--- config.mk ---
export PLATFORM = sky130hd
export DESIGN_NAME = slot_pool_allocator_with_quota
export DESIGN_NICKNAME = d
export VERILOG_FILES = /design/src/rtl/spa_pkg.sv /design/src/rtl/spa_ram.sv /design/src/rtl/slot_pool_allocator_with_quota.sv
export SDC_FILE = /design/constraint.sdc
export NUM_CORES = 1
export LEC_CHECK = 0
export ABC_AREA = 1
export BUFFER_PORTS_ARGS = -buffer_cell sky130_fd_sc_hd__buf_2
export CORE_UTILIZATION = 40
export DETAILED_ROUTE_END_ITERATION = 8
export PLACE_DENSITY = 0.55
export SYNTH_ARGS = -nofsm -noshare
export SYNTH_HDL_FRONTEND = slang
export SYNTH_HIERARCHICAL = 1
export SYNTH_SLANG_ARGS = --single-unit
export TNS_END_PERCENT = 10
--- constraint.sdc ---
create_clock -name clk_i -period 5.25 [get_ports clk_i]
set_input_delay 1.05 -clock clk_i [delete_from_list [all_inputs] [get_ports clk_i]]
set_output_delay 1.05 -clock clk_i [all_outputs]
set_load 0.05 [all_outputs]
--- src/rtl/spa_pkg.sv ---
package spa_pkg;

  localparam int unsigned NumSlots = 64;
  localparam int unsigned SlotW    = $clog2(NumSlots);
  localparam int unsigned CntW     = $clog2(NumSlots + 1);
  localparam int unsigned CfgW     = 7;

  localparam logic [1:0] ReqAlloc   = 2'd0;
  localparam logic [1:0] ReqRelease = 2'd1;

  localparam logic [2:0] StatDone     = 3'd0;
  localparam logic [2:0] StatEmpty    = 3'd1;
  localparam logic [2:0] StatQuota    = 3'd2;
  localparam logic [2:0] StatAlready  = 3'd3;
  localparam logic [2:0] StatShutdown = 3'd4;

  localparam logic CfgMaxIncoming = 1'b0;
  localparam logic CfgShutdown    = 1'b1;

  typedef enum logic [1:0] {
    StIdle = 2'b01,
    StExec = 2'b10
  } state_e;

  typedef struct packed {
    logic [1:0]       req_type;
    logic             is_incoming;
    logic [SlotW-1:0] slot_in;
  } req_t;

  typedef struct packed {
    logic [2:0]       status;
    logic [SlotW-1:0] slot_out;
    logic             freed_notice;
    logic [CntW-1:0]  outgoing_count;
  } rsp_t;

endpackage

--- src/rtl/spa_ram.sv ---
module spa_ram #(
  parameter int unsigned Width = 8,
  parameter int unsigned Depth = 64
) (
  input  logic                     clk_i,
  input  logic                     we_i,
  input  logic [$clog2(Depth)-1:0] waddr_i,
  input  logic [Width-1:0]         wdata_i,
  input  logic                     re_i,
  input  logic [$clog2(Depth)-1:0] raddr_i,
  output logic [Width-1:0]         rdata_o
);

  logic [Width-1:0] mem_q [Depth];
  logic [Width-1:0] rdata_q;

  always_ff @(posedge clk_i) begin
    if (we_i) begin
      mem_q[waddr_i] <= wdata_i;
    end
  end

  always_ff @(posedge clk_i) begin
    if (re_i) begin
      rdata_q <= mem_q[raddr_i];
    end
  end

  assign rdata_o = rdata_q;

endmodule

--- src/rtl/slot_pool_allocator_with_quota.sv ---
// Slot pool with a last-in-first-out free stack and a quota on incoming slots. Each request
// beat first reads the stack top and the slot's state from their single-port-read memories,
// then decides, writes back and loads the result register. The block takes the next beat as
// soon as it is back in its idle cycle, even while a result waits to be taken; it holds the
// decide cycle only while the result register is full and stalled. No clearing pass follows
// reset: per-entry written bits make unwritten entries read as their reset values.
module slot_pool_allocator_with_quota (
  input  logic                          clk_i,
  input  logic                          rst_ni,
  input  logic                          cfg_we_i,
  input  logic                          cfg_idx_i,
  input  logic [spa_pkg::CfgW-1:0]      cfg_wdata_i,
  input  logic                          in_valid_i,
  output logic                          in_stall_o,
  input  spa_pkg::req_t                 in_data_i,
  output logic                          out_valid_o,
  input  logic                          out_stall_i,
  output spa_pkg::rsp_t                 out_data_o
);

  localparam int unsigned SlotW = spa_pkg::SlotW;
  localparam int unsigned CntW  = spa_pkg::CntW;
  localparam logic [CntW-1:0] FullDepth = CntW'(spa_pkg::NumSlots);

  spa_pkg::state_e state_q, state_d;
  spa_pkg::req_t   req_q;
  logic [CntW-1:0] depth_q, depth_d;
  logic [CntW-1:0] inc_cnt_q, inc_cnt_d;
  logic [CntW-1:0] max_inc_q;
  logic            shutdown_q;
  logic [spa_pkg::NumSlots-1:0] stk_vld_q;
  logic [spa_pkg::NumSlots-1:0] sst_vld_q;
  logic            stk_sel_vld_q;
  logic            sst_sel_vld_q;
  logic [SlotW-1:0] stk_raddr_q;
  logic            out_valid_q;
  spa_pkg::rsp_t   out_data_q, rsp_d;

  logic            in_acc;
  logic            exec_go;
  logic [SlotW-1:0] stk_raddr;
  logic [SlotW-1:0] stk_rdata;
  logic [1:0]      sst_rdata;
  logic [SlotW-1:0] pop_slot;
  logic            sel_used;
  logic            sel_inc;
  logic            stk_we;
  logic [SlotW-1:0] stk_waddr;
  logic            sst_we;
  logic [SlotW-1:0] sst_waddr;
  logic [1:0]      sst_wdata;
  logic [CntW-1:0] used_cnt;

  assign in_stall_o = (state_q != spa_pkg::StIdle);
  assign in_acc     = in_valid_i && !in_stall_o;
  assign exec_go    = (state_q == spa_pkg::StExec) && (!out_valid_q || !out_stall_i);
  assign stk_raddr  = SlotW'(depth_q - CntW'(1));

  spa_ram #(
    .Width (SlotW),
    .Depth (spa_pkg::NumSlots)
  ) u_stack (
    .clk_i   (clk_i),
    .we_i    (stk_we),
    .waddr_i (stk_waddr),
    .wdata_i (req_q.slot_in),
    .re_i    (in_acc),
    .raddr_i (stk_raddr),
    .rdata_o (stk_rdata)
  );

  spa_ram #(
    .Width (2),
    .Depth (spa_pkg::NumSlots)
  ) u_slot_state (
    .clk_i   (clk_i),
    .we_i    (sst_we),
    .waddr_i (sst_waddr),
    .wdata_i (sst_wdata),
    .re_i    (in_acc),
    .raddr_i (in_data_i.slot_in),
    .rdata_o (sst_rdata)
  );

  assign pop_slot = stk_sel_vld_q ? stk_rdata : stk_raddr_q;
  assign sel_used = sst_sel_vld_q && sst_rdata[1];
  assign sel_inc  = sst_sel_vld_q && sst_rdata[0];

  always_comb begin
    depth_d   = depth_q;
    inc_cnt_d = inc_cnt_q;
    stk_we    = 1'b0;
    stk_waddr = depth_q[SlotW-1:0];
    sst_we    = 1'b0;
    sst_waddr = req_q.slot_in;
    sst_wdata = 2'b00;
    rsp_d     = '0;
    rsp_d.status = spa_pkg::StatDone;
    unique case (req_q.req_type)
      spa_pkg::ReqAlloc: begin
        if (depth_q == '0) begin
          rsp_d.status = spa_pkg::StatEmpty;
        end else if (req_q.is_incoming && (inc_cnt_q >= max_inc_q)) begin
          rsp_d.status = spa_pkg::StatQuota;
        end else begin
          if (req_q.is_incoming) begin
            inc_cnt_d = inc_cnt_q + CntW'(1);
          end
          depth_d        = depth_q - CntW'(1);
          sst_we         = exec_go;
          sst_waddr      = pop_slot;
          sst_wdata      = {1'b1, req_q.is_incoming};
          rsp_d.slot_out = pop_slot;
        end
      end
      spa_pkg::ReqRelease: begin
        if (shutdown_q) begin
          rsp_d.status = spa_pkg::StatShutdown;
        end else if (!sel_used || (depth_q >= FullDepth)) begin
          rsp_d.status = spa_pkg::StatAlready;
        end else begin
          sst_we  = exec_go;
          stk_we  = exec_go;
          depth_d = depth_q + CntW'(1);
          if (sel_inc && (inc_cnt_q != '0)) begin
            inc_cnt_d = inc_cnt_q - CntW'(1);
          end
          rsp_d.freed_notice = 1'b1;
        end
      end
      default: begin
      end
    endcase
    used_cnt = FullDepth - depth_d;
    rsp_d.outgoing_count = (used_cnt >= inc_cnt_d) ? used_cnt - inc_cnt_d : '0;
  end

  always_comb begin
    state_d = state_q;
    unique case (state_q)
      spa_pkg::StIdle: begin
        if (in_acc) begin
          state_d = spa_pkg::StExec;
        end
      end
      spa_pkg::StExec: begin
        if (exec_go) begin
          state_d = spa_pkg::StIdle;
        end
      end
      default: state_d = spa_pkg::StIdle;
    endcase
  end

  always_ff @(posedge clk_i or negedge rst_ni) begin
    if (!rst_ni) begin
      state_q     <= spa_pkg::StIdle;
      depth_q     <= FullDepth;
      inc_cnt_q   <= '0;
      max_inc_q   <= CntW'(spa_pkg::NumSlots);
      shutdown_q  <= 1'b0;
      stk_vld_q   <= '0;
      sst_vld_q   <= '0;
      out_valid_q <= 1'b0;
    end else begin
      state_q <= state_d;
      if (cfg_we_i) begin
        unique case (cfg_idx_i)
          spa_pkg::CfgMaxIncoming: max_inc_q  <= cfg_wdata_i;
          spa_pkg::CfgShutdown:    shutdown_q <= cfg_wdata_i[0];
          default: ;
        endcase
      end
      if (exec_go) begin
        depth_q     <= depth_d;
        inc_cnt_q   <= inc_cnt_d;
        out_valid_q <= 1'b1;
      end else if (!out_stall_i) begin
        out_valid_q <= 1'b0;
      end
      if (stk_we) begin
        stk_vld_q[stk_waddr] <= 1'b1;
      end
      if (sst_we) begin
        sst_vld_q[sst_waddr] <= 1'b1;
      end
    end
  end

  always_ff @(posedge clk_i) begin
    if (in_acc) begin
      req_q         <= in_data_i;
      stk_raddr_q   <= stk_raddr;
      stk_sel_vld_q <= stk_vld_q[stk_raddr];
      sst_sel_vld_q <= sst_vld_q[in_data_i.slot_in];
    end
    if (exec_go) begin
      out_data_q <= rsp_d;
    end
  end

  assign out_valid_o = out_valid_q;
  assign out_data_o  = out_data_q;

  a_depth_range: assert property (@(posedge clk_i) disable iff (!rst_ni)
    depth_q <= FullDepth)
    else $error("free stack depth beyond pool size");

  a_inc_within_used: assert property (@(posedge clk_i) disable iff (!rst_ni)
    inc_cnt_q <= FullDepth - depth_q)
    else $error("incoming count exceeds slots in use");

  a_pop_step: assert property (@(posedge clk_i) disable iff (!rst_ni)
    exec_go && (req_q.req_type == spa_pkg::ReqAlloc) && (rsp_d.status == spa_pkg::StatDone)
    |=> depth_q == $past(depth_q) - CntW'(1))
    else $error("successful allocate did not pop one entry");

  a_freed_done: assert property (@(posedge clk_i) disable iff (!rst_ni)
    out_valid_o && out_data_o.freed_notice |-> out_data_o.status == spa_pkg::StatDone)
    else $error("freed notice on a failed beat");

endmodule

==> results.md, run 1 <==
- #FFs+latches synth: between 700 and 800
- Final nets: between 3000 and 4000
- Final critical-path share of the clock period: 87.01%
- Final setup fails: 0
- Post-synth ARST share: 21.64%
- Core Util, Final: 45.13%
- Average size of a mapped cell: 10.37 sq um
- Unrepaired setup endpoints after global routing: false
- Via density: 5.291
- Cell variety after synth: 51
- Max-capacitance violation count: 0
- Post-DP Area: 32340 sq um
- Syn Inst Count: between 3000 and 4000
- Clk buf depth: 3
- Post-CTS Setup Inserts: 0
- Crit end category: flop
- Root buffer cell: clkbuf_16
- Final wirelength: 80050 microns
- First drt pass iteration count: 7
- Layout Cells excl Fill: between 4000 and 5000
- Worst EP required: 5620 ps
- Most numerous cell in the Yosys netlist: nand2_1
- Status: finished, final reports clean
- Routed len/inst: around 19 microns
- DR iter-0 viols: between 1500 and 2000
- PortBufs: 40
- H-Tree Depth: 3
- Final Hold Violating Endpoints: 0
- Most frequent cells after synthesis: 844 x nand2_1, 554 x edfxtp_1, 506 x nand3_1
- Max IR drop VDD: 602.4 uV
- Ant diodes: 0
- Max-slew headroom: 14.89%
- Clk Latency, worst-skew pair: 620 ps
- Cts bufs inserted: 77
- Post-synth EDFFs: 554
- Core area: 77340 sq um
- Fin Setup TNS: 0 ps
- CP Launch Type: flop
- Area leader, netlist: edfxtp_1
- Vias in the first global route: 21410
- Clock Skew: 29.85 ps
- Synthesized area: 31210 sq um
- First-pass GRT wire length: 123900 microns
- Synth warnings: 6
- Grt total ovfl: 0
- GRT Total Usage: 20.29%
- Fin crit period: 4568 ps
- DIE WIDTH: 281.3 microns
- Clock Sinks: 707
- Yosys top cell area share: a little over half
- GPL Wtd Cong: 0.8996
- Starting Density: 40.36%
- Largest net degree at the start of global routing: 207
- Synthesized net count: roughly 3100
- DRC violations left: 0
- Max Fanout on Critical Path: 65
- Die height: 281.3 microns
- # IOs: 41
- Critical Path AT: a little under 5000 ps
- Antenna violations before repair: 1
- Post-synthesis sequential area ratio: 65.58%
- Kind of critical path: flop to flop
- HP Class: flop to flop
- Ys flop type: edfxtp_1
- Via Count: about 22000
- DIE AREA: 79150 sq um
- P&R area growth vs syn: 11.83%
- CTS tree: built
- Synth area leaders: edfxtp_1 53%, dfrtp_1 12%, nand2_1 10%
- Layout cells sized above 1: 8.231%
- Final-report max-slew violation count: 0
- Clk pin slew, worst setup/hold paths: 60 ps
- Placed insts: 3989
- Cell Rows: roughly 100
- Fin area: 34900 sq um
- Fmax: ~220 MHz
- Worst-margin pin slew: 1275 ps
- # hold bufs at CTS: 0
- Cts repair resizes: 0
- PD cells: 527.9 nW/um^2
- Post-DP HPWL: 47250 microns
- Routed Antenna Nets: 0
- Leak: 13.77 nW
[worst max-delay path, cell delays in order, from the launching register on]
cell and delay [ps]:
dfrtp_1 630, clkinv_1 360, ha_1 310, nand4_4 170, inv_2 60, nor3_1 420, inv_1 180, nor2_4 120
buf_4 540, nand4_1 210, nand3_1 150, nand2_1 70, ha_1 350, o21ai_0 120, nand2_1 90, nand2_1 90
nand2_1 50, a21o_1 220, nand3b_1 110, inv_1 40
[cell type report]
| cell class | instances | area [sq um] |
|---|---|---|
| timing repair buffer | 81 | 554.3 |
| multi-input combinational | 1958 | 9241 |
| clock buffer | 109 | 2182 |
| inverter | 203 | 773.2 |
| clock inverter | 28 | 382.9 |
| fill | 7323 | 42440 |
| tap | 1040 | 1301 |
| sequential | 707 | 20470 |
[cell families after synthesis]
family                   synth area share (%)
AND/OR/NAND/NOR                         22.52
flip-flops                              65.58
AO/OA/AOI/OAI                           5.845
buffers and inverters                   4.871
XOR/XNOR                               0.2806
adder cells (fa/ha/maj)                0.9060
[cell usage in the layout, fill, tap and decap left out, drive strengths merged, types with 2 or more instances in the layout]
cell type	n
nand3	514
ha	21
inv	205
a31o	7
dfstp	3
o21ai	155
xnor2	2
nand3b	2
nand2	848
a21o	9
o21bai	52
nor3	2
o22ai	3
xor2	8
dfrtp	150
bufinv	7
nor4	19
or2	3
buf	81
o221ai	2
a31oi	4
clkinv	19
edfxtp	554
nor2	194
nand4	36
clkbuf	109
o211ai	5
a21oi	66
[where the power goes]
part / switching (W) / internal, W / total, W / leakage (nW)
Combinational: 0.00469 / 0.00179 / 0.00649 / 5.73
Sequential: 0.000147 / 0.00633 / 0.00647 / 6.79
Clock: 0.00221 / 0.00326 / 0.00547 / 1.25
[path summary, 6_finish.rpt]
path                               start       endpoint  slack (ps)  cells past startpoint
min reg2reg                sst_vld_q[20]  sst_vld_q[20]         450                      2
min in group asynchronous         rst_ni  sst_vld_q[37]         530                      1
max in group asynchronous         rst_ni     depth_q[6]        3630                      2
max                           depth_q[1]  out_data_o[3]         680                     19
min                        sst_vld_q[20]  sst_vld_q[20]         450                      2
max reg2reg                   depth_q[1]  out_data_o[3]         680                     19
[flip-flops by register name, indices dropped and copies added (netlist names)]
signal	cells
depth_q	7
inc_cnt_q	7
max_inc_q	7
out_data_o	17
out_valid_o	1
req_q	9
shutdown_q	1
sst_sel_vld_q	1
sst_vld_q	64
state_q	2
stk_raddr_q	6
stk_sel_vld_q	1
stk_vld_q	64
u_slot_state/mem_q	128
u_slot_state/rdata_o	2
u_stack/mem_q	384
u_stack/rdata_o	6
[metrics by stage]
stage                     power [W]  setup slack [ps]  hold WS [ps]
after floorplan             0.01103             226.1         418.5
after global placement      0.01300             903.5         433.5
after detailed placement    0.01304             744.2         438.4
after CTS                   0.01855             718.5         453.0
after global routing        0.01944             256.1         466.9
final                       0.01842             682.1         447.5
[per-layer routing]
layer  part of all wire [%]  GRT usage, %  vias up
met2                     47         32.66      619
met4                    2.4         6.062        2
li1                       -             -    10400
met3                    5.6         3.248      127
met1                     45         28.28    10680
met5                  0.019             0        -
Power figures use the tool's default switching activity.
==> run 2, diff against run 1 <==
--- a/config.mk
+++ b/config.mk
@@ -7,6 +7,7 @@
 export LEC_CHECK = 0
 export ABC_AREA = 1
 export BUFFER_PORTS_ARGS = -buffer_cell sky130_fd_sc_hd__buf_2
+export CORE_MARGIN = 5
 export CORE_UTILIZATION = 40
 export DETAILED_ROUTE_END_ITERATION = 8
 export PLACE_DENSITY = 0.55
==> results.md, run 2 (synthesis gave the netlist of run 1 again) <==
- Cell Rows: 102
- Max-slew headroom: between 10% and 20%
- Root buffer cell: clkbuf_16
- Register area: around 20000 sq um
- Status: finished, final reports clean
- Final-report max-slew violation count: 0
- DIE AREA: 83720 sq um
- Unrepaired setup endpoints after global routing: false
- CP Launch Type: flop
- GPL Wtd Cong: just under 0.9
- Worst-margin pin slew: 1241 ps
- DIE WIDTH: 289.3 microns
- Leak: 13.80 nW
- Starting Density: between 40% and 50%
- Routed Antenna Nets: 0
- Crit end category: flop
- PortBufs: 40
- # hold bufs at CTS: 0
- DRC violations left: 0
- Max Fanout on Critical Path: 15
- Kind of critical path: flop to flop
- Core Util, Final: 45.07%
- Antenna violations before repair: 0
- Final setup fails: 0
- # IOs: 41
- Slack of the critical path: 756.5 ps
- Crit path capture: out_data_o[5]
- Layout cells sized above 1: 8.546%
- Post-DP Area: 32330 sq um
- CTS tree: built
- Crit path launch: depth_q[1]
- Reg-to-Reg End: out_data_o[5]
- Layout Cells excl Fill: 4129
- H-Tree Depth: 3
- Max IR drop VDD: ~400 uV
- CP peak stage delay: 650 ps
- Grt total ovfl: 0
- Fin Setup TNS: 0 ps
- Core area: between 70000 and 80000 sq um
- Final critical-path share of the clock period: 85.59%
- GRT Total Usage: between 10% and 20%
- Final wirelength: 80720 microns
- First drt pass iteration count: 6
- Most frequent cells in the layout: 844 x nand2_1, 554 x edfxtp_1, 506 x nand3_1
- Fin area: 34910 sq um
- HP Class: flop to flop
- Routed len/inst: 19.55 microns
- R2r setup slk: 760 ps
- Vias in the first global route: between 20000 and 25000
- Largest Register: u_stack/mem_q
- Via Count: 21990
- Clk buf depth: 3
- Worst EP required: between 5000 and 6000 ps
- Max-capacitance violation count: 0
- Reg2reg start: depth_q[1]
- Fin crit period: 4494 ps
- Commonest non-fill, non-tap cell in the layout: nand2_1
- Clk pin slew, worst setup/hold paths: 60 ps
- Clock Sinks: 707
- Critical Path AT: 4860 ps
- Post-CTS Setup Inserts: 0
- Max FFs per register: 384
- PD cells: 527.8 nW/um^2
- Crit path cell chain: clkinv_1, ha_1, nand4_4, inv_2, nor3_1, inv_1, or2_0, nand2_1, inv_1, or2_2, inv_1, ha_1, nand2_1, nand2_1, a21oi_1, nor2_1, o21ai_0, nand2_1, nand2_1, nand2_1, a21o_1, nand2_1, nor2_1
- DR iter-0 viols: 1912
- Fmax: ~220 MHz
- Largest net degree at the start of global routing: between 100 and 150
- Post-DP HPWL: 47970 microns
- Placement Setup Slack: ~760 ps
- Clock Skew: 24.34 ps
- Largest regs: u_stack/mem_q x384, u_slot_state/mem_q x128
- Cts bufs inserted: 78
- Via density: 5.326
- Placed insts: 3988
- Cts repair resizes: 0
- Die height: roughly 290 microns
- First-pass GRT wire length: 124900 microns
- Ant diodes: 0
- P&R area growth vs syn: 11.86%
- Most used cell, CP: nand2_1
- Slowest cell on crit path: dfrtp_1
- Fillers: 7300
- Multi-input logic area: 9241 sq um
- Clk Latency, worst-skew pair: about 630 ps
- Final nets: 3072
- Worst reg-to-reg path cell count: 23
- Final Hold Violating Endpoints: 0
[run 2: cell types whose count changed in the layout (fill, tap and decap cells not counted), moves of 2 or more]
cell,change
clkbuf_1,-12
clkinv_1,+5
bufinv_16,+2
clkbuf_8,-5
clkinv_2,+12
[run 2: metrics by stage]
stage	total power (W)	hold slack [ps]
floorplan	0.01103	418.5
global placement	0.01297	430.2
detailed placement	0.01303	437.3
CTS	0.01856	451.7
global route	0.01948	469.1
finish	0.01843	446.2
[run 2: worst min-delay path by stage]
stage,cells after the start,from,slack (ps),end
after floorplan,2,sst_vld_q[20],420,sst_vld_q[20]
after global placement,2,sst_vld_q[20],430,sst_vld_q[20]
after detailed placement,2,sst_vld_q[13],440,sst_vld_q[13]
after CTS,2,sst_vld_q[13],450,sst_vld_q[13]
after global routing,2,sst_vld_q[45],470,sst_vld_q[45]
final,2,sst_vld_q[13],450,sst_vld_q[13]
[run 2: cell type report]
class	count	area share [%]
Sequential cell	707	58.63
Multi-Input combinational cell	1958	26.47
Clock buffer	91	5.852
Tap cell	1040	3.727
Inverter	203	2.215
Timing Repair Buffer	80	1.566
Clock inverter	50	1.545
[run 2: worst max-delay path, delay by kind of cell, from the launching register on]
kind	cells	cell delay [ps]
fa+ha+maj	2	580
compound gates	3	540
buf+inv	5	780
flops	1	650
simple gates	13	1680
[run 2: per-layer routing]
layer  up-vias  wire, microns  GRT usage, %
li1      10400              -             -
met1     10800          36080         26.65
met2       653          38270         31.34
met3       133           4389         2.620
met4         0           1978         5.725
met5         -              0             0
[run 2: report_power, final]
group	internal [W]	total, W	switching (W)
logic	0.00180	0.00648	0.00468
clock network	0.00325	0.00549	0.00224
registers	0.00633	0.00645	0.000127
total	0.0114	0.0184	0.00705
